===== src/hw/rtl/modexp_pkg.sv =====
// Shared types and constants of the modular exponentiation block.
package modexp_pkg;

  // Width of the base and result fields on the streaming channels.
  localparam int DATA_W = 32;

  // Width of the configuration register index.
  localparam int CFG_INDEX_W = 1;

  // Configuration register indexes.
  localparam logic [CFG_INDEX_W-1:0] REG_EXPONENT = 1'b0;
  localparam logic [CFG_INDEX_W-1:0] REG_MODULUS  = 1'b1;

  // Controller states.
  typedef enum logic [2:0] {
    ST_IDLE,
    ST_REDUCE,
    ST_BIT,
    ST_MUL_ACC,
    ST_SQ_START,
    ST_MUL_SQ,
    ST_FINISH
  } ctl_state_t;

  // Datapath operations.
  typedef enum logic [2:0] {
    DP_NOP,
    DP_LOAD,
    DP_MUL_START,
    DP_MUL_STEP,
    DP_PUBLISH
  } dp_op_t;

  // Operand pair and destination of a modular multiplication.
  typedef enum logic {
    SEL_ACC,
    SEL_SQ
  } mul_sel_t;

  typedef struct packed {
    dp_op_t   op;
    mul_sel_t sel;
    logic     shift_exp;
  } dp_cmd_t;

  typedef struct packed {
    logic mul_last;
    logic exp_bit;
    logic exp_done;
  } dp_status_t;

endpackage


===== src/hw/rtl/modexp_ifs.sv =====
// Channel interfaces of the modular exponentiation block.
interface modexp_base_if;
  logic                            valid;
  logic                            ready;
  logic [modexp_pkg::DATA_W-1:0]   base_value;

  modport source (output valid, output base_value, input ready);
  modport sink (input valid, input base_value, output ready);
endinterface

interface modexp_result_if;
  logic                            valid;
  logic                            ready;
  logic [modexp_pkg::DATA_W-1:0]   power_result;

  modport source (output valid, output power_result, input ready);
  modport sink (input valid, input power_result, output ready);
endinterface

interface modexp_cfg_if #(
  parameter int WORD_BITS = 32
);
  logic                                 valid;
  logic                                 ready;
  logic [modexp_pkg::CFG_INDEX_W-1:0]   index;
  logic [WORD_BITS-1:0]                 data;

  modport source (output valid, output index, output data, input ready);
  modport sink (input valid, input index, input data, output ready);
endinterface


===== src/hw/rtl/modular_exponentiation.sv =====
// Top level of the modular exponentiation block: base^exponent mod modulus.
//
//   Channel   Dir   Beat contents                Accepted when
//   operand   in    base_value [31:0]            operand.valid && operand.ready
//   result    out   power_result [31:0]          result.valid && result.ready
//   cfg       in    index (0 exponent, 1 modulus), data [WORD_BITS-1:0]
//                                                cfg.valid && cfg.ready
//
// One base is processed at a time. A multiply first reduces the base; then each
// of the W = WORD_BITS exponent bits costs a multiply into the accumulator if it
// is set and then a squaring. The next base can be accepted once the result
// register has been loaded. The multiplier runs one bit-serial modular multiply
// step per cycle, W steps per multiply.
// Reset (rst, synchronous) sets the exponent to 0 and the modulus to 1 and
// empties the result register. A finished result waits in the output register;
// while it is not taken the next item can be accepted and computed, and only
// its own completion waits for the register to free up. The cfg channel is
// always ready; writes are expected only while no item is in flight.
module modular_exponentiation #(
  parameter int WORD_BITS = 32
) (
  input  logic                   clk,
  input  logic                   rst,
  modexp_base_if.sink            operand,
  modexp_result_if.source        result,
  modexp_cfg_if.sink             cfg
);

  localparam int DW = modexp_pkg::DATA_W;

  modexp_pkg::dp_cmd_t     cmd;
  modexp_pkg::dp_status_t  status;
  logic [WORD_BITS-1:0]    base_w;
  logic [WORD_BITS-1:0]    result_w;

  assign cfg.ready = 1'b1;

  // The base field is 32 bits wide; the arithmetic runs at WORD_BITS. The
  // casts zero-extend or truncate as the two widths require.
  assign base_w              = WORD_BITS'(operand.base_value);
  assign result.power_result = DW'(result_w);

  modexp_ctrl u_ctrl (
    .clk       (clk),
    .rst       (rst),
    .in_valid  (operand.valid),
    .in_ready  (operand.ready),
    .out_valid (result.valid),
    .out_ready (result.ready),
    .status    (status),
    .cmd       (cmd)
  );

  modexp_dp #(
    .WORD_BITS (WORD_BITS)
  ) u_dp (
    .clk        (clk),
    .rst        (rst),
    .cfg_we     (cfg.valid),
    .cfg_index  (cfg.index),
    .cfg_data   (cfg.data),
    .base_value (base_w),
    .cmd        (cmd),
    .status     (status),
    .result     (result_w)
  );

endmodule


===== src/hw/rtl/modexp_ctrl.sv =====
// Sequencing state machine of the modular exponentiation block.
module modexp_ctrl (
  input  logic                   clk,
  input  logic                   rst,
  input  logic                   in_valid,
  output logic                   in_ready,
  output logic                   out_valid,
  input  logic                   out_ready,
  input  modexp_pkg::dp_status_t status,
  output modexp_pkg::dp_cmd_t    cmd
);

  modexp_pkg::ctl_state_t state;
  modexp_pkg::ctl_state_t state_next;
  logic                   publish;
  logic                   out_valid_next;

  always_ff @(posedge clk) begin
    if (rst) begin
      state     <= modexp_pkg::ST_IDLE;
      out_valid <= 1'b0;
    end else begin
      state     <= state_next;
      out_valid <= out_valid_next;
    end
  end

  assign publish        = (state == modexp_pkg::ST_FINISH) && (!out_valid || out_ready);
  assign out_valid_next = publish || (out_valid && !out_ready);

  always_comb begin
    state_next = state;
    case (state)
      modexp_pkg::ST_IDLE: begin
        if (in_valid) state_next = modexp_pkg::ST_REDUCE;
      end
      modexp_pkg::ST_REDUCE: begin
        if (status.mul_last) state_next = modexp_pkg::ST_BIT;
      end
      modexp_pkg::ST_BIT: begin
        state_next = status.exp_bit ? modexp_pkg::ST_MUL_ACC : modexp_pkg::ST_MUL_SQ;
      end
      modexp_pkg::ST_MUL_ACC: begin
        if (status.mul_last) state_next = modexp_pkg::ST_SQ_START;
      end
      modexp_pkg::ST_SQ_START: begin
        state_next = modexp_pkg::ST_MUL_SQ;
      end
      modexp_pkg::ST_MUL_SQ: begin
        if (status.mul_last) begin
          state_next = status.exp_done ? modexp_pkg::ST_FINISH : modexp_pkg::ST_BIT;
        end
      end
      modexp_pkg::ST_FINISH: begin
        if (publish) state_next = modexp_pkg::ST_IDLE;
      end
      default: state_next = modexp_pkg::ST_IDLE;
    endcase
  end

  always_comb begin
    in_ready      = 1'b0;
    cmd.op        = modexp_pkg::DP_NOP;
    cmd.sel       = modexp_pkg::SEL_SQ;
    cmd.shift_exp = 1'b0;
    case (state)
      modexp_pkg::ST_IDLE: begin
        in_ready = 1'b1;
        if (in_valid) cmd.op = modexp_pkg::DP_LOAD;
      end
      modexp_pkg::ST_REDUCE, modexp_pkg::ST_MUL_ACC, modexp_pkg::ST_MUL_SQ: begin
        cmd.op = modexp_pkg::DP_MUL_STEP;
      end
      modexp_pkg::ST_BIT: begin
        cmd.op        = modexp_pkg::DP_MUL_START;
        cmd.sel       = status.exp_bit ? modexp_pkg::SEL_ACC : modexp_pkg::SEL_SQ;
        cmd.shift_exp = 1'b1;
      end
      modexp_pkg::ST_SQ_START: begin
        cmd.op  = modexp_pkg::DP_MUL_START;
        cmd.sel = modexp_pkg::SEL_SQ;
      end
      modexp_pkg::ST_FINISH: begin
        if (publish) cmd.op = modexp_pkg::DP_PUBLISH;
      end
      default: begin
        cmd.op = modexp_pkg::DP_NOP;
      end
    endcase
  end

endmodule


===== src/hw/rtl/modexp_dp.sv =====
// Datapath: configuration registers, operands and the bit-serial modular multiplier.
module modexp_dp #(
  parameter int WORD_BITS = 32
) (
  input  logic                                clk,
  input  logic                                rst,
  input  logic                                cfg_we,
  input  logic [modexp_pkg::CFG_INDEX_W-1:0]  cfg_index,
  input  logic [WORD_BITS-1:0]                cfg_data,
  input  logic [WORD_BITS-1:0]                base_value,
  input  modexp_pkg::dp_cmd_t                 cmd,
  output modexp_pkg::dp_status_t              status,
  output logic [WORD_BITS-1:0]                result
);

  localparam int MC_W = $clog2(WORD_BITS);
  localparam int EC_W = $clog2(WORD_BITS + 1);
  localparam int T_W  = WORD_BITS + 2;

  logic [WORD_BITS-1:0]  exponent;
  logic [WORD_BITS-1:0]  modulus;
  logic [WORD_BITS-1:0]  sq;
  logic [WORD_BITS-1:0]  acc;
  logic [WORD_BITS-1:0]  prod;
  logic [WORD_BITS-1:0]  xop;
  logic [WORD_BITS-1:0]  yop;
  logic [WORD_BITS-1:0]  ereg;
  logic [MC_W-1:0]       mcnt;
  logic [EC_W-1:0]       ecnt;
  modexp_pkg::mul_sel_t  dest;

  logic [T_W-1:0]        t_sum;
  logic [T_W-1:0]        m1;
  logic [T_W-1:0]        m2;
  logic [T_W-1:0]        t_red;
  logic [WORD_BITS-1:0]  prod_next;

  // One multiplier step: (2*prod + ybit*x) stays below 3*modulus, so at most
  // two subtractions of the modulus bring it back into range.
  assign m1    = {2'b00, modulus};
  assign m2    = {1'b0, modulus, 1'b0};
  assign t_sum = {1'b0, prod, 1'b0} + (yop[WORD_BITS-1] ? {2'b00, xop} : '0);

  always_comb begin
    if (t_sum >= m2) begin
      t_red = t_sum - m2;
    end else if (t_sum >= m1) begin
      t_red = t_sum - m1;
    end else begin
      t_red = t_sum;
    end
  end

  assign prod_next = t_red[WORD_BITS-1:0];

  assign status.mul_last = (mcnt == MC_W'(WORD_BITS - 1));
  assign status.exp_bit  = ereg[0];
  assign status.exp_done = (ecnt == EC_W'(WORD_BITS));

  // Configuration registers; a zero modulus is not accepted.
  always_ff @(posedge clk) begin
    if (rst) begin
      exponent <= '0;
      modulus  <= WORD_BITS'(1);
    end else if (cfg_we) begin
      if (cfg_index == modexp_pkg::REG_EXPONENT) begin
        exponent <= cfg_data;
      end else if (cfg_index == modexp_pkg::REG_MODULUS) begin
        if (cfg_data != '0) modulus <= cfg_data;
      end
    end
  end

  always_ff @(posedge clk) begin
    case (cmd.op)
      modexp_pkg::DP_LOAD: begin
        // The base is reduced as base * 1 mod m, scanning the base bits.
        xop  <= WORD_BITS'(1);
        yop  <= base_value;
        prod <= '0;
        mcnt <= '0;
        dest <= modexp_pkg::SEL_SQ;
        acc  <= (modulus == WORD_BITS'(1)) ? '0 : WORD_BITS'(1);
        ereg <= exponent;
        ecnt <= '0;
      end
      modexp_pkg::DP_MUL_START: begin
        xop  <= sq;
        yop  <= (cmd.sel == modexp_pkg::SEL_ACC) ? acc : sq;
        prod <= '0;
        mcnt <= '0;
        dest <= cmd.sel;
        if (cmd.shift_exp) begin
          ereg <= ereg >> 1;
          ecnt <= ecnt + EC_W'(1);
        end
      end
      modexp_pkg::DP_MUL_STEP: begin
        prod <= prod_next;
        yop  <= yop << 1;
        mcnt <= mcnt + MC_W'(1);
        if (status.mul_last) begin
          if (dest == modexp_pkg::SEL_ACC) begin
            acc <= prod_next;
          end else begin
            sq <= prod_next;
          end
        end
      end
      modexp_pkg::DP_PUBLISH: begin
        result <= acc;
      end
      default: begin
      end
    endcase
  end

endmodule


===== src/flat_wrapper.sv =====
// flat-port wrapper written by rule: the top's interface ports become plain ports
module modular_exponentiation_flat 
#(
  parameter int WORD_BITS = 32
)
  (clk, rst, operand_valid, operand_base_value, operand_ready, result_valid, result_power_result, result_ready, cfg_valid, cfg_index, cfg_data, cfg_ready);
  modexp_base_if operand_i ();
  modexp_result_if result_i ();
  modexp_cfg_if #(.WORD_BITS(WORD_BITS)) cfg_i ();
  input  logic clk;
  input  logic rst;
  input wire logic [$bits(operand_i.valid)-1:0] operand_valid;
  input wire logic [$bits(operand_i.base_value)-1:0] operand_base_value;
  output wire logic [$bits(operand_i.ready)-1:0] operand_ready;
  output wire logic [$bits(result_i.valid)-1:0] result_valid;
  output wire logic [$bits(result_i.power_result)-1:0] result_power_result;
  input wire logic [$bits(result_i.ready)-1:0] result_ready;
  input wire logic [$bits(cfg_i.valid)-1:0] cfg_valid;
  input wire logic [$bits(cfg_i.index)-1:0] cfg_index;
  input wire logic [$bits(cfg_i.data)-1:0] cfg_data;
  output wire logic [$bits(cfg_i.ready)-1:0] cfg_ready;
  assign operand_i.valid = operand_valid;
  assign operand_i.base_value = operand_base_value;
  assign operand_ready = operand_i.ready;
  assign result_valid = result_i.valid;
  assign result_power_result = result_i.power_result;
  assign result_i.ready = result_ready;
  assign cfg_i.valid = cfg_valid;
  assign cfg_i.index = cfg_index;
  assign cfg_i.data = cfg_data;
  assign cfg_ready = cfg_i.ready;
  modular_exponentiation #(.WORD_BITS(WORD_BITS)) u_core (.clk(clk), .rst(rst), .operand(operand_i), .result(result_i), .cfg(cfg_i));
endmodule

===== config.mk =====
export PLATFORM = sky130hd
export DESIGN_NAME = modular_exponentiation_flat
export DESIGN_NICKNAME = d
export VERILOG_FILES = /design/src/hw/rtl/modexp_pkg.sv /design/src/hw/rtl/modexp_ifs.sv /design/src/hw/rtl/modular_exponentiation.sv /design/src/hw/rtl/modexp_ctrl.sv /design/src/hw/rtl/modexp_dp.sv /design/src/flat_wrapper.sv
export SDC_FILE = /design/constraint.sdc
export NUM_CORES = 1
export LEC_CHECK = 0
export ABC_AREA = 1
export ABC_CLOCK_PERIOD_IN_PS = 5000
export CORE_UTILIZATION = 65
export CTS_CLUSTER_SIZE = 24
export DETAILED_ROUTE_END_ITERATION = 8
export DONT_BUFFER_PORTS = 1
export GPL_TIMING_DRIVEN = 1
export HOLD_SLACK_MARGIN = 0.05
export PLACE_DENSITY = 0.81
export SYNTH_ARGS = -nofsm -noshare
export SYNTH_HDL_FRONTEND = slang
export SYNTH_HIERARCHICAL = 1
export SYNTH_SLANG_ARGS = --single-unit
export TNS_END_PERCENT = 10

===== constraint.sdc =====
create_clock -name clk -period 5 [get_ports clk]
set_clock_uncertainty 0.05 [all_clocks]
set_input_delay 1 -clock clk [delete_from_list [all_inputs] [get_ports clk]]
set_output_delay 1 -clock clk [all_outputs]
set_load 0.005 [all_outputs]

# Yosys cells after proc, flatten, opt, wreduce, memory -nomap -nowiden
# Index checks and enable logic that the tools add are counted.
# classes
n_addsub,5
n_eq_ne,21
n_lt_le_gt_ge,2
mux,32
n_reduce_logical,21
n_bitwise,1
# ops
op,n
32-bit one-hot mux with 2 select lines,4
32-bit 2-to-1 mux,7
32-bit one-hot mux with 3 select lines,1
32-bit subtractor,2
33-bit by 32-bit adder with 34-bit output,1
34-bit by 32-bit >= comparator with 1-bit output,1
34-bit by 33-bit >= comparator with 1-bit output,1
"32-bit by 1-bit equality test with 1-bit output, second input constant",1
32-bit nonzero test,1
3-bit 2-to-1 mux,8
3-bit one-hot mux with 7 select lines,1
"3-bit by 2-bit equality test with 1-bit output, second input constant",4
"3-bit equality test, second input constant",4
3-bit one-hot mux with 4 select lines,1
6-bit one-hot mux with 2 select lines,1
"2-bit by 1-bit != test with 1-bit output, second input constant",5
5-bit one-hot mux with 2 select lines,1
3-bit AND reduction,3
"6-bit by 1-bit adder with 6-bit output, second input constant",1
"3-bit by 1-bit equality test with 1-bit output, second input constant",2
"6-bit equality test, second input constant",1
1-bit 2-to-1 mux,6
6-bit 2-to-1 mux,1
"2-bit != test, second input constant",3
other kinds (14),21
# word_totals
word_cells,96
input_bits,70
regBits,304
output_inout_bits,35

# Logic depth before layout (Yosys ltp)
# Gate-level depths: netlist of the first run.
# logic_depth
ltp_word,8
depth_mapped,33
ltp_nobuf,32

# Hierarchy
# Netlist of the first run, hierarchy kept.
# by_module_without_submodules
module,area_each_um2,instances,cells_per_inst
modexp_dp,18773.0,1,2394
modexp_ctrl,300.3,1,50
modular_exponentiation,11.3,1,2

# Worst setup path after synthesis of the first run
# Ideal clock, no wire load.
# synth_path
path_kind,flip-flop to flip-flop
start,reg u_core.u_dp.yop[31]
end,reg u_core.u_dp.acc[11] (data pin)
n_path_buf,2
t_required_ns,4.790
arrival_ns,3.857
slack_ns,0.933
stages_incl_launch_ff,32
cell_sequence,edfxtp_1 -> clkbuf_1 -> nand2_1 -> inv_1 -> ha_1 -> inv_1 -> fa_1 -> inv_1 -> nand3_1 -> nand2_2 -> nand3_2 -> nand2_2 -> nand2_2 -> nand2_2 -> nand2_1 -> nand2_1 -> nand2_1 -> nand2_1 -> inv_1 -> ha_1 -> nand2_1 -> inv_1 -> a21oi_1 -> a21oi_1 -> nor2_1 -> nand2_1 -> nand2_1 -> nand2_1 -> a21oi_4 -> buf_4 -> nand3_1 -> a21oi_1
# synth_between
elab_chain_cells,8
elab_cells_between_ends,11
# synth_rtl
element,line,source
"start, declared",modexp_dp.sv:26,logic [WORD_BITS-1:0] yop;
"start signal, assigned",modexp_dp.sv:79,yop <= base_value;
"start signal, assigned",modexp_dp.sv:89,yop <= (cmd.sel == modexp_pkg::SEL_ACC) ? acc : sq;
"start signal, assigned",modexp_dp.sv:100,yop <= yop << 1;
32-bit 2-to-1 mux (*),modexp_dp.sv:42,"assign t_sum = {1'b0, prod, 1'b0} + (yop[WORD_BITS-1] ? {2'b00, xop} : '0);"
33-bit by 32-bit adder with 34-bit output (*),modexp_dp.sv:42,
32-bit subtractor / 34-bit by 32-bit >= comparator with 1-bit output (equally long branches),"modexp_dp.sv:48, modexp_dp.sv:47",
32-bit 2-to-1 mux,modexp_dp.sv:47,end else if (t_sum >= m1) begin
32-bit 2-to-1 mux (*),modexp_dp.sv:45,if (t_sum >= m2) begin
32-bit 2-to-1 mux (*),modexp_dp.sv:103,if (dest == modexp_pkg::SEL_ACC) begin
32-bit 2-to-1 mux (*),modexp_dp.sv:102,if (status.mul_last) begin
32-bit one-hot mux with 2 select lines (*),modexp_dp.sv:75,case (cmd.op)
"end signal, assigned",modexp_dp.sv:83,acc <= (modulus == WORD_BITS'(1)) ? '0 : WORD_BITS'(1);
"end signal, assigned",modexp_dp.sv:104,acc <= prod_next;
"end, declared",modexp_dp.sv:23,logic [WORD_BITS-1:0] acc;
# Every way passes the cells marked *; elsewhere a longest branch is shown, timed or not. The select of a mux whose other input is x is not followed.
# A chain may end at the register's enable or synchronous reset.

# Final worst setup path of the first run
# Same ends and word-level chain as after synthesis.

==> out/metrics.yaml, run 1 <==
max_stage_delay_ns: 0.40
drt_first_pass_iters: 5
worst_pin_slew_ns: 0.9911
final_antenna_net_count: 0
relSlewSlack_pct: 33.69
port_buffers: 0
final_nets: 2617
path_class: "reg -> reg"
die_w_um: 173.4
dieHeight_um: 173.4
ys_ff_latch: 304
synth_top_area_share_pct: 37.13
hpwl_mm: 44.22
cp_max_fo: 33
crit_required_ns: 5.35
drive_gt1_share_pct: 7.574
wirelength_mm: 58.32
cpMostUsedCell: "nand2_1"
async_reset_ff_share_pct: 0
synth_edf_count: 236
grt_pass1_wl_mm: 88.32
fin_tns_setup_ns: 0
numCtsBuffers: 30
wire_per_inst_um: 20.44
clk_latency_ns: 0.58
grt_usage_pct: 38.03
rows: 62
grt.overflow.total: 0
drc: 0
critPathLaunchType: "flop"
r2r_start: "u_core/u_dp/yop[31]$_DFFE_PP_"
num_vias: 17112
tritoncts: "yes"
yosysWarnings: 6
netlist_area_um2: 19080
core_region_area_um2: 28780
synth.area.top_cells: "edfxtp_1 (37%), nand2_1 (13%), dfxtp_1 (7.1%)"
synthCells: 2446
avgSynthCellArea_um2: 7.802
initial_utilization_pct: 66.31
hold_path.startpoint: "u_core/u_dp/acc[13]$_SDFFCE_PP0P_"
final_cell_mix: "nand2_1 (673), inv_1 (346), nor2_1 (237)"
gp_congestion: 1.021
clock-root-buffer: "clkbuf_16"
crit_path_end_kind: "flop"
finalCritPeriodShare_pct: 95.55
yosysSeqAreaShare_pct: 44.27
htreeDepth: 1
grt_pass1_vias: 16009
reg2reg_depth: 28
cap_violations: 0
crit_slowest_cell: "fa_1"
path_clk_slew_ns: 0.06
reg2reg_to: "u_core/u_dp/acc[11]$_SDFFCE_PP0P_"
status: "complete, no violations"
regToRegSetupSlack_ns: 0.22
maxSlewViolCount: 0
synthesis.nets: 2618
hold_violations: 0
holdPathStages: 0
dr.first_iter.drc_count: 2024
layout_commonest_cell: "nand2_1"
ios: 105
dieArea_um2: 30050
max_freq_mhz: 209.3
diodes: 0
cts_num_sinks: 304
ys.flop_type: "edfxtp_1"
grt_max_degree: 65
yosys.area.top_type: "edfxtp_1"
setup_viol: 0
holdCritPathClass: "reg -> reg"
ctsLongestPathBuffers: 3
syn_to_final_growth_pct: 8.392
vias_per_cell: 5.998
fin_crit_ns: 4.777
synth.distinct_cells: 47
arrival_ns: 5.13
antenna_found_initial: 0
holdPathEnd: "u_core/u_dp/result[13]$_DFFE_PN_"
-- worst max-delay path by stage --
stage               cells past startpoint                          start                                  to  slack [ns]
detailed placement                     25  u_core/u_dp/yop[31]$_DFFE_PP_   u_core/u_dp/acc[31]$_SDFFCE_PP0P_        0.07
floorplan                              31  u_core/u_dp/yop[31]$_DFFE_PP_   u_core/u_dp/acc[11]$_SDFFCE_PP0P_        0.93
global route                           30  u_core/u_dp/yop[31]$_DFFE_PP_  u_core/u_dp/prod[13]$_SDFFCE_PP0P_     -0.0004
finish                                 28  u_core/u_dp/yop[31]$_DFFE_PP_   u_core/u_dp/acc[11]$_SDFFCE_PP0P_        0.22
global placement                       25  u_core/u_dp/yop[31]$_DFFE_PP_   u_core/u_dp/acc[31]$_SDFFCE_PP0P_        0.13
CTS                                    27  u_core/u_dp/yop[31]$_DFFE_PP_   u_core/u_dp/acc[11]$_SDFFCE_PP0P_        0.12
-- state kept, by name, summed over array words and instances, names as in the netlist --
signal                   flops
u_core/u_dp/ecnt             6
u_core/u_dp/result          32
u_core/u_dp/dest             1
u_core/u_dp/xop             32
u_core/u_dp/ereg            32
u_core/u_dp/prod            32
u_core/u_dp/exponent        32
u_core/u_dp/modulus         32
u_core/u_dp/mcnt             5
u_core/u_ctrl/state          3
u_core/u_ctrl/out_valid      1
u_core/u_dp/sq              32
u_core/u_dp/yop             32
u_core/u_dp/acc             32
-- timing repair --
item,in CTS,in global routing
setup buffers,1,5
hold buffers,0,0
resized for setup,0,41
endpoints found under the setup margin,4,96
pin swaps,0,5
hold endpoints to repair,0,0
-- per-stage QoR --
stage | setup slack (ns) | hold WS [ns] | std cells | util (%) | cell area, um2
2_1_floorplan | 0.9335 | 0.3707 | 2446 | - | 19080
4_1_cts | 0.1172 | 0.4151 | 2848 | 71.27 | 20510
3_5_place_dp | 0.07063 | 0.3952 | 2791 | 67.82 | 19520
6_report | 0.2227 | 0.4218 | 2853 | 71.88 | 20690
3_3_place_gp | 0.1328 | 0.3935 | 2791 | 67.82 | 19520
5_1_grt | -0.0003944 | 0.4203 | 2853 | 71.88 | 20690
-- logic make-up after synthesis --
| logic type | Yosys count | synth area share, % |
|---|---|---|
| other | 1 | 0.01965 |
| buffers and inverters | 418 | 8.490 |
| and+or+nand+nor | 1200 | 26.82 |
| xor gates and xnor gates | 65 | 2.983 |
| AOI/OAI and AO/OA | 356 | 10.61 |
| adders and majority gates | 102 | 6.805 |
| DFF | 304 | 44.27 |
-- synth_stat cells (all sizes together) (19+ instances only) --
library cell and count:
dfxtp 68, o21ai 108, a21oi 168, o21bai 22, nor2 256, o22ai 32, ha 99, nand2 690
clkbuf 45, edfxtp 236, nand3 174, inv 354, nor3 23, buf 19, xor2 49
-- critical path: cells and delay by family, from the launching register on --
kind            cells  cell delay [ns]
flops               1             0.37
fa+ha+maj           3             0.91
buf+inv             6             0.66
simple gates       13             1.41
compound gates      6             1.18
-- final cells by class --
class,count,area [um2]
Clock buffer,39,784.5
Clock inverter,17,187.7
Fill cell,2250,8094
Inverter,354,1329
Multi-Input combinational cell,1724,9159
Sequential cell,304,8448
Tap cell,384,480.5
Timing Repair Buffer,31,297.8
-- layer usage --
| metal | track usage, % | vias to the layer above | share of wire, % |
|---|---|---|---|
| met3 | 5.132 | 137 | 10 |
| met5 | 0 | - | 0 |
| li1 | - | 8011 | - |
| met2 | 60.98 | 1087 | 45 |
| met4 | 13.24 | 0 | 4.2 |
| met1 | 53.16 | 7877 | 41 |
Power of run 1 is left out: the tool's default activity adds up to more than one toggle a clock period on the data nets, which glitch-free logic cannot reach.
==> run 2: changes to the inputs <==
==> constraint.sdc (replaced) <==
create_clock -name clk -period 5 [get_ports clk]
set_clock_uncertainty 0.05 [all_clocks]
set_input_delay 0.25 -clock clk [delete_from_list [all_inputs] [get_ports clk]]
set_output_delay 0.25 -clock clk [all_outputs]
set_load 0.005 [all_outputs]
==> run 2 against run 1 <==
  * Worst setup slack got worse by 0.046 ns
  * First-iteration DRC count increased by 11%
  * Non-clock buffer count increased by 125
  * Design area increased by 6.7%
  * Core utilization increased by 4.9 points
  * Register-to-register slack got worse by 0.05 ns
  * Cell count increased by 4.4%
  * Routed wire length increased by 8.2%
==> out/metrics.yaml, run 2 (same netlist as run 1, synthesis figures left out) <==
grt_usage_pct: 40.28  # was 38.03%
crit_path_end_kind: "flop"  # unchanged
dr.first_iter.drc_count: 2253  # was 2024
setup_viol: 0  # unchanged
vias_per_cell: 6.125  # was 5.998
relSlewSlack_pct: 27.67  # was 33.69%
rows: 62  # unchanged
final_nets: 2743  # was 2617
diodes: 0  # unchanged
path_clk_slew_ns: 0.07  # was 0.06 ns
maxSlewViolCount: 0  # unchanged
max_stage_delay_ns: 0.39  # was 0.40 ns
cpMostUsedCell: "nand2_1"  # unchanged
final_cell_mix: "nand2_1 (670), inv_1 (343), nor2_1 (241)"  # was nand2_1 (673), inv_1 (346), nor2_1 (237)
cap_violations: 0  # unchanged
rsz0062_at_grt: "yes"
ios: 105  # unchanged
wirelength_mm: 63.09  # was 58.32 mm
port_buffers: 0  # unchanged
drc: 0  # unchanged
status: "complete, no violations"  # unchanged
layout_commonest_cell: "nand2_1"  # unchanged
dieHeight_um: 173.4  # unchanged
final_antenna_net_count: 0  # unchanged
die_w_um: 173.4  # unchanged
path_class: "reg -> reg"  # unchanged
worst_pin_slew_ns: 1.085  # was 0.9911 ns
grt_pass1_wl_mm: 93.92  # was 88.32 mm
holdPathStages: 4  # was 0
dieArea_um2: 30050  # unchanged
cp_max_fo: 16  # was 33
ctsLongestPathBuffers: 3  # unchanged
tritoncts: "yes"  # unchanged
grt_pass1_vias: 17177  # was 16009
gp_congestion: 0.9984  # was 1.021
drive_gt1_share_pct: 10.21  # was 7.574%
finalCritPeriodShare_pct: 96.46  # was 95.55%
wire_per_inst_um: 21.18  # was 20.44 um
clock-root-buffer: "clkbuf_16"  # unchanged
hold_ws_ns: 0.1611  # was 0.4218 ns
max_freq_mhz: 207.3  # was 209.3 MHz
holdCritPathClass: "in -> reg"  # was reg -> reg
cts_num_sinks: 304  # unchanged
arrival_ns: 5.18  # was 5.13 ns
hold_violations: 0  # unchanged
grt.overflow.total: 0  # unchanged
antenna_found_initial: 0  # unchanged
core_region_area_um2: 28780  # unchanged
syn_to_final_growth_pct: 15.71  # was 8.392%
hpwl_mm: 43.69  # was 44.22 mm
numCtsBuffers: 30  # unchanged
critPathLaunchType: "flop"  # unchanged
crit_slowest_cell: "edfxtp_1"  # was fa_1
htreeDepth: 1  # unchanged
drt_first_pass_iters: 6  # was 5
clk_latency_ns: 0.59  # was 0.58 ns
grt_max_degree: 65  # unchanged
fin_crit_ns: 4.823  # was 4.777 ns
crit_required_ns: 5.36  # was 5.35 ns
reg2reg_depth: 28  # unchanged
initial_utilization_pct: 66.31  # unchanged
num_vias: 18245  # was 17112
[run 2: cell count changes in the layout (fill, tap and decap cells not counted), moves of 5 or more]
cell           delta
nor2_2            -5
clkbuf_1          -6
dlygate4sd3_1    +70
a21oi_1           -6
ha_4              +5
buf_4            +52
[run 2: per-stage QoR]
step	setup TNS [ns]	instance area (um2)	cells	utilization, %	setup slack, ns
3_5_place_dp	-13.15	19920	2844	69.20	-0.2181
2_1_floorplan	0	19080	2446	-	0.9335
4_1_cts	0	21720	2970	75.46	0.01827
6_report	0	22080	2979	76.73	0.1770
5_1_grt	-0.6607	22080	2979	76.73	-0.06363
3_3_place_gp	0	19920	2844	69.20	0.03902
[run 2: repair_timing]
action,CTS,global route
endpoints found under the hold margin,100,0
gates resized for setup,4,59
setup endpoints to repair,93,96
hold buffers,70,0
pin swaps,0,11
buffers inserted,0,6
cloned,0,3
[run 2: cell type report]
| type | instances | area, um2 |
|---|---|---|
| Clock buffer | 34 | 775.7 |
| Clock inverter | 22 | 306.5 |
| Fill cell | 1920 | 6698 |
| Inverter | 354 | 1329 |
| Multi-Input combinational cell | 1725 | 9280 |
| Sequential cell | 304 | 8448 |
| Tap cell | 384 | 480.5 |
| Timing Repair Buffer | 156 | 1463 |
[run 2: path summary, 6_finish.rpt]
| path | start | endpoint | slack, ns |
|---|---|---|---|
| setup reg to reg | u_core/u_dp/yop[31]$_DFFE_PP_ | u_core/u_dp/prod[18]$_SDFFCE_PP0P_ | 0.18 |
| hold / removal | cfg_index | u_core/u_dp/exponent[29]$_SDFFE_PP0P_ | 0.16 |
| setup / recovery | u_core/u_dp/yop[31]$_DFFE_PP_ | u_core/u_dp/prod[18]$_SDFFCE_PP0P_ | 0.18 |
| hold reg to reg | u_core/u_dp/acc[16]$_SDFFCE_PP0P_ | u_core/u_dp/result[16]$_DFFE_PN_ | 0.41 |
[run 2: routing by layer]
layer	global-route usage (%)	share of wire [%]	vias to the layer above
met4	15.19	4.9	0
met5	0	0	-
met2	66.65	46	1348
met1	53.83	38	8393
li1	-	-	8287
met3	5.789	11	217
[run 2: worst max-delay path, delay by kind of cell, from the launching register on]
kind,cells,cell delay (ns)
fa+ha+maj,2,0.73
compound gates,3,0.56
buf+inv,8,1.03
flops,1,0.39
simple gates,15,1.88
Power of run 2 is left out for the same reason.
==> run 3: changes to the inputs <==
Settings changed: ABC_AREA 1 to default.
==> run 3 against run 2 <==
  * Worst setup slack got worse by 0.80 ns
  * Synthesized cell count fell by 25%
  * Largest cell class unchanged
  * The flow now finishes with violations (negative setup slack)
  * Via count fell by 8.4%
  * Die area fell by 6.7%
==> out/metrics.yaml, run 3 <==
relSlewSlack_pct: 9.759  # was 27.67%
clock-root-buffer: "clkbuf_16"  # unchanged
cap_violations: 0  # unchanged
setup_viol: 96  # was 0
reg2reg_to: "u_core/u_dp/prod[3]$_SDFFCE_PP0P_"  # was u_core/u_dp/prod[18]$_SDFFCE_PP0P_
drive_gt1_share_pct: 27.01  # was 10.21%
path_clk_slew_ns: 0.06  # was 0.07 ns
ys.flop_type: "edfxtp_1"  # unchanged
synth_top_family_by_area: "simple AND/OR/NAND/NOR gates"  # unchanged
holdCritPathClass: "in -> reg"  # unchanged
r2r_start: "u_core/u_dp/yop[31]$_DFFE_PP_"  # unchanged
drc: 0  # unchanged
layout_commonest_cell: "buf_4"  # was nand2_1
port_buffers: 0  # unchanged
antenna_found_initial: 0  # unchanged
wire_per_inst_um: 23.96  # was 21.18 um
num_vias: 16710  # was 18245
dieArea_um2: 28050  # was 30050 um2
htreeDepth: 1  # unchanged
synth_edf_count: 236  # unchanged
synth_commonest_cells: "nand2_1 (249), edfxtp_1 (236), a21oi_1 (181)"  # was nand2_1 (676), inv_1 (346), nor2_1 (252)
critPathLaunchType: "flop"  # unchanged
startpoint: "u_core/u_dp/yop[31]$_DFFE_PP_"  # unchanged
regToRegSetupSlack_ns: -0.62  # was 0.18 ns
clk_latency_ns: 0.57  # was 0.59 ns
reg2reg_depth: 27  # was 28
crit_required_ns: 5.27  # was 5.36 ns
ios: 105  # unchanged
avgSynthCellArea_um2: 9.726  # was 7.802 um2
yosysMostFrequentCell: "nand2_1"  # unchanged
synth.area.top_cells: "edfxtp_1 (40%), dfxtp_1 (7.6%), ha_1 (7.0%)"  # was edfxtp_1 (37%), nand2_1 (13%), dfxtp_1 (7.1%)
final_antenna_net_count: 0  # unchanged
grt.overflow.total: 0  # unchanged
initial_utilization_pct: 66.22  # was 66.31%
numCtsBuffers: 30  # unchanged
cp_max_fo: 11  # was 16
drt_first_pass_iters: 7  # was 6
synthesis.nets: 2002  # was 2618
status: "finished with violations"  # was complete, no violations
cts_num_sinks: 304  # unchanged
ys_ff_latch: 304  # unchanged
synth_compound_area_share_pct: 15.10  # was 10.61%
tritoncts: "yes"  # unchanged
rsz0062_at_grt: "yes"  # unchanged
gp_congestion: 0.9674  # was 0.9984
path_class: "reg -> reg"  # unchanged
dieHeight_um: 167.5  # was 173.4 um
syn_to_final_growth_pct: 31.72  # was 15.71%
highest_layer: "met4"  # unchanged
grt_usage_pct: 38.84  # was 40.28%
ff_latch_area_um2: 8448  # unchanged
netlist_area_um2: 17800  # was 19080 um2
synth.distinct_cells: 77  # was 47
ctsLongestPathBuffers: 3  # unchanged
violations: "negative setup slack"
multiInputGateArea_um2: 9967  # was 9280 um2
synth_mux_area_share_pct: 4.977  # was 0%
hold_violations: 0  # unchanged
wl_met1_mm: 22.88  # was 24.10 mm
crit_path_end_kind: "flop"  # unchanged
synthCells: 1830  # was 2446
finalCritPeriodShare_pct: 112.5  # was 96.46%
hpwl_mm: 35.76  # was 43.69 mm
vias_per_cell: 6.607  # was 6.125
core_region_area_um2: 26880  # was 28780 um2
final_nets: 2337  # was 2743
synth_top_area_share_pct: 39.82  # was 37.13%
fin_util_pct: 87.23  # was 76.73%
arrival_ns: 5.90  # was 5.18 ns
fin_crit_ns: 5.623  # was 4.823 ns
fin_tns_setup_ns: -48.39  # was 0 ns
dr.first_iter.drc_count: 2082  # was 2253
async_reset_ff_share_pct: 0  # unchanged
crit_slowest_cell: "a2111oi_4"  # was edfxtp_1
cpMostUsedCell: "a21o_1"  # was nand2_1
rows: 60  # was 62
synthAdderAreaFrac_pct: 7.297  # was 6.805%
maxSlewViolCount: 0  # unchanged
yosys.area.top_type: "edfxtp_1"  # unchanged
grt_max_degree: 70  # was 65
fin_ws_ns: -0.6232  # was 0.1770 ns
met3WireLength_mm: 6.413  # was 6.981 mm
yosysWarnings: 6  # unchanged
cp-endpoint: "u_core/u_dp/prod[3]$_SDFFCE_PP0P_"  # was u_core/u_dp/prod[18]$_SDFFCE_PP0P_
synth_simple_gate_area_share_pct: 17.42  # was 26.82%
synth-xor-area-share_pct: 4.134  # was 2.983%
route.met2.wl_mm: 28.17  # was 28.94 mm
final_cell_mix: "buf_4 (302), nand2_1 (242), edfxtp_1 (236)"  # was nand2_1 (670), inv_1 (343), nor2_1 (241)
n_fill_cell: 1248  # was 1920
die_w_um: 167.5  # was 173.4 um
dpl_cell_area_um2: 20030  # was 19920 um2
grt_pass1_wl_mm: 85.57  # was 93.92 mm
yosysSeqAreaShare_pct: 47.47  # was 44.27%
worst_pin_slew_ns: 1.348  # was 1.085 ns
fin_area_um2: 23440  # was 22080 um2
wirelength_mm: 60.59  # was 63.09 mm
diodes: 0  # unchanged
grt_pass1_vias: 15877  # was 17177
max_stage_delay_ns: 0.45  # was 0.39 ns
max_freq_mhz: 177.8  # was 207.3 MHz
## run 3: worst min-delay path by stage
stage                     depth (start not counted)  slack, ns                                     to  startpoint
after floorplan                                   1       0.27    u_core/u_ctrl/state[2]$_SDFFE_PP0P_         rst
after global placement                            1       0.28   u_core/u_dp/exponent[0]$_SDFFE_PP0P_         rst
after detailed placement                          1       0.28   u_core/u_dp/exponent[0]$_SDFFE_PP0P_         rst
after CTS                                         3       0.07  u_core/u_dp/exponent[16]$_SDFFE_PP0P_   cfg_index
after global routing                              3       0.10  u_core/u_dp/exponent[16]$_SDFFE_PP0P_   cfg_index
final                                             3       0.09  u_core/u_dp/exponent[12]$_SDFFE_PP0P_   cfg_index
## run 3: final cells by class
type / instances / area share [%]
Tap cell: 341 / 1.820
Multi-Input combinational cell: 1368 / 42.51
Timing Repair Buffer: 393 / 14.40
Sequential cell: 304 / 36.04
Clock buffer: 43 / 3.864
Clock inverter: 12 / 0.2669
Inverter: 68 / 1.099
## run 3: logic make-up after synthesis
group | count (synthesis)
AND/OR/NAND/NOR | 666
AO/OA/AOI/OAI | 427
flip-flops | 304
other | 1
adder cells (fa/ha/maj) | 102
buffers and inverters | 158
XOR/XNOR | 84
multiplexers | 88
## run 3: stage by stage
stage          setup slack (ns)  cells  hold slack, ns
5_1_grt                 -0.7548   2529          0.1046
6_report                -0.6232   2529         0.09056
3_5_place_dp            -0.7463   2353          0.2804
2_1_floorplan         -0.007657   1830          0.2721
3_3_place_gp            -0.6326   2353          0.2772
4_1_cts                 -0.2816   2508         0.06621
## run 3: repair_timing
action,4_1_cts,5_1_grt
hold buffers,71,0
setup buffers,24,22
endpoints found under the setup margin,96,96
pin swaps,68,59
resized for setup,154,88
hold endpoints to repair,100,0
gates cloned,5,0
## run 3: per-layer routing
metal / vias up / track usage, %
li1: 7293 / -
met1: 7891 / 52.12
met2: 1263 / 64.84
met3: 263 / 5.318
met4: 0 / 13.56
met5: - / 0
## run 3: worst max-delay path: cells and delay by family, from the launching register on
| kind | cells | cell delay (ns) |
|---|---|---|
| flip-flops | 1 | 0.38 |
| multiplexers | 1 | 0.22 |
| AND/OR/NAND/NOR | 4 | 0.49 |
| XOR/XNOR | 1 | 0.21 |
| buffers and inverters | 7 | 0.98 |
| AO/OA/AOI/OAI | 12 | 2.41 |
| adder cells (fa/ha/maj) | 2 | 0.63 |
Power of run 3 is left out for the same reason.
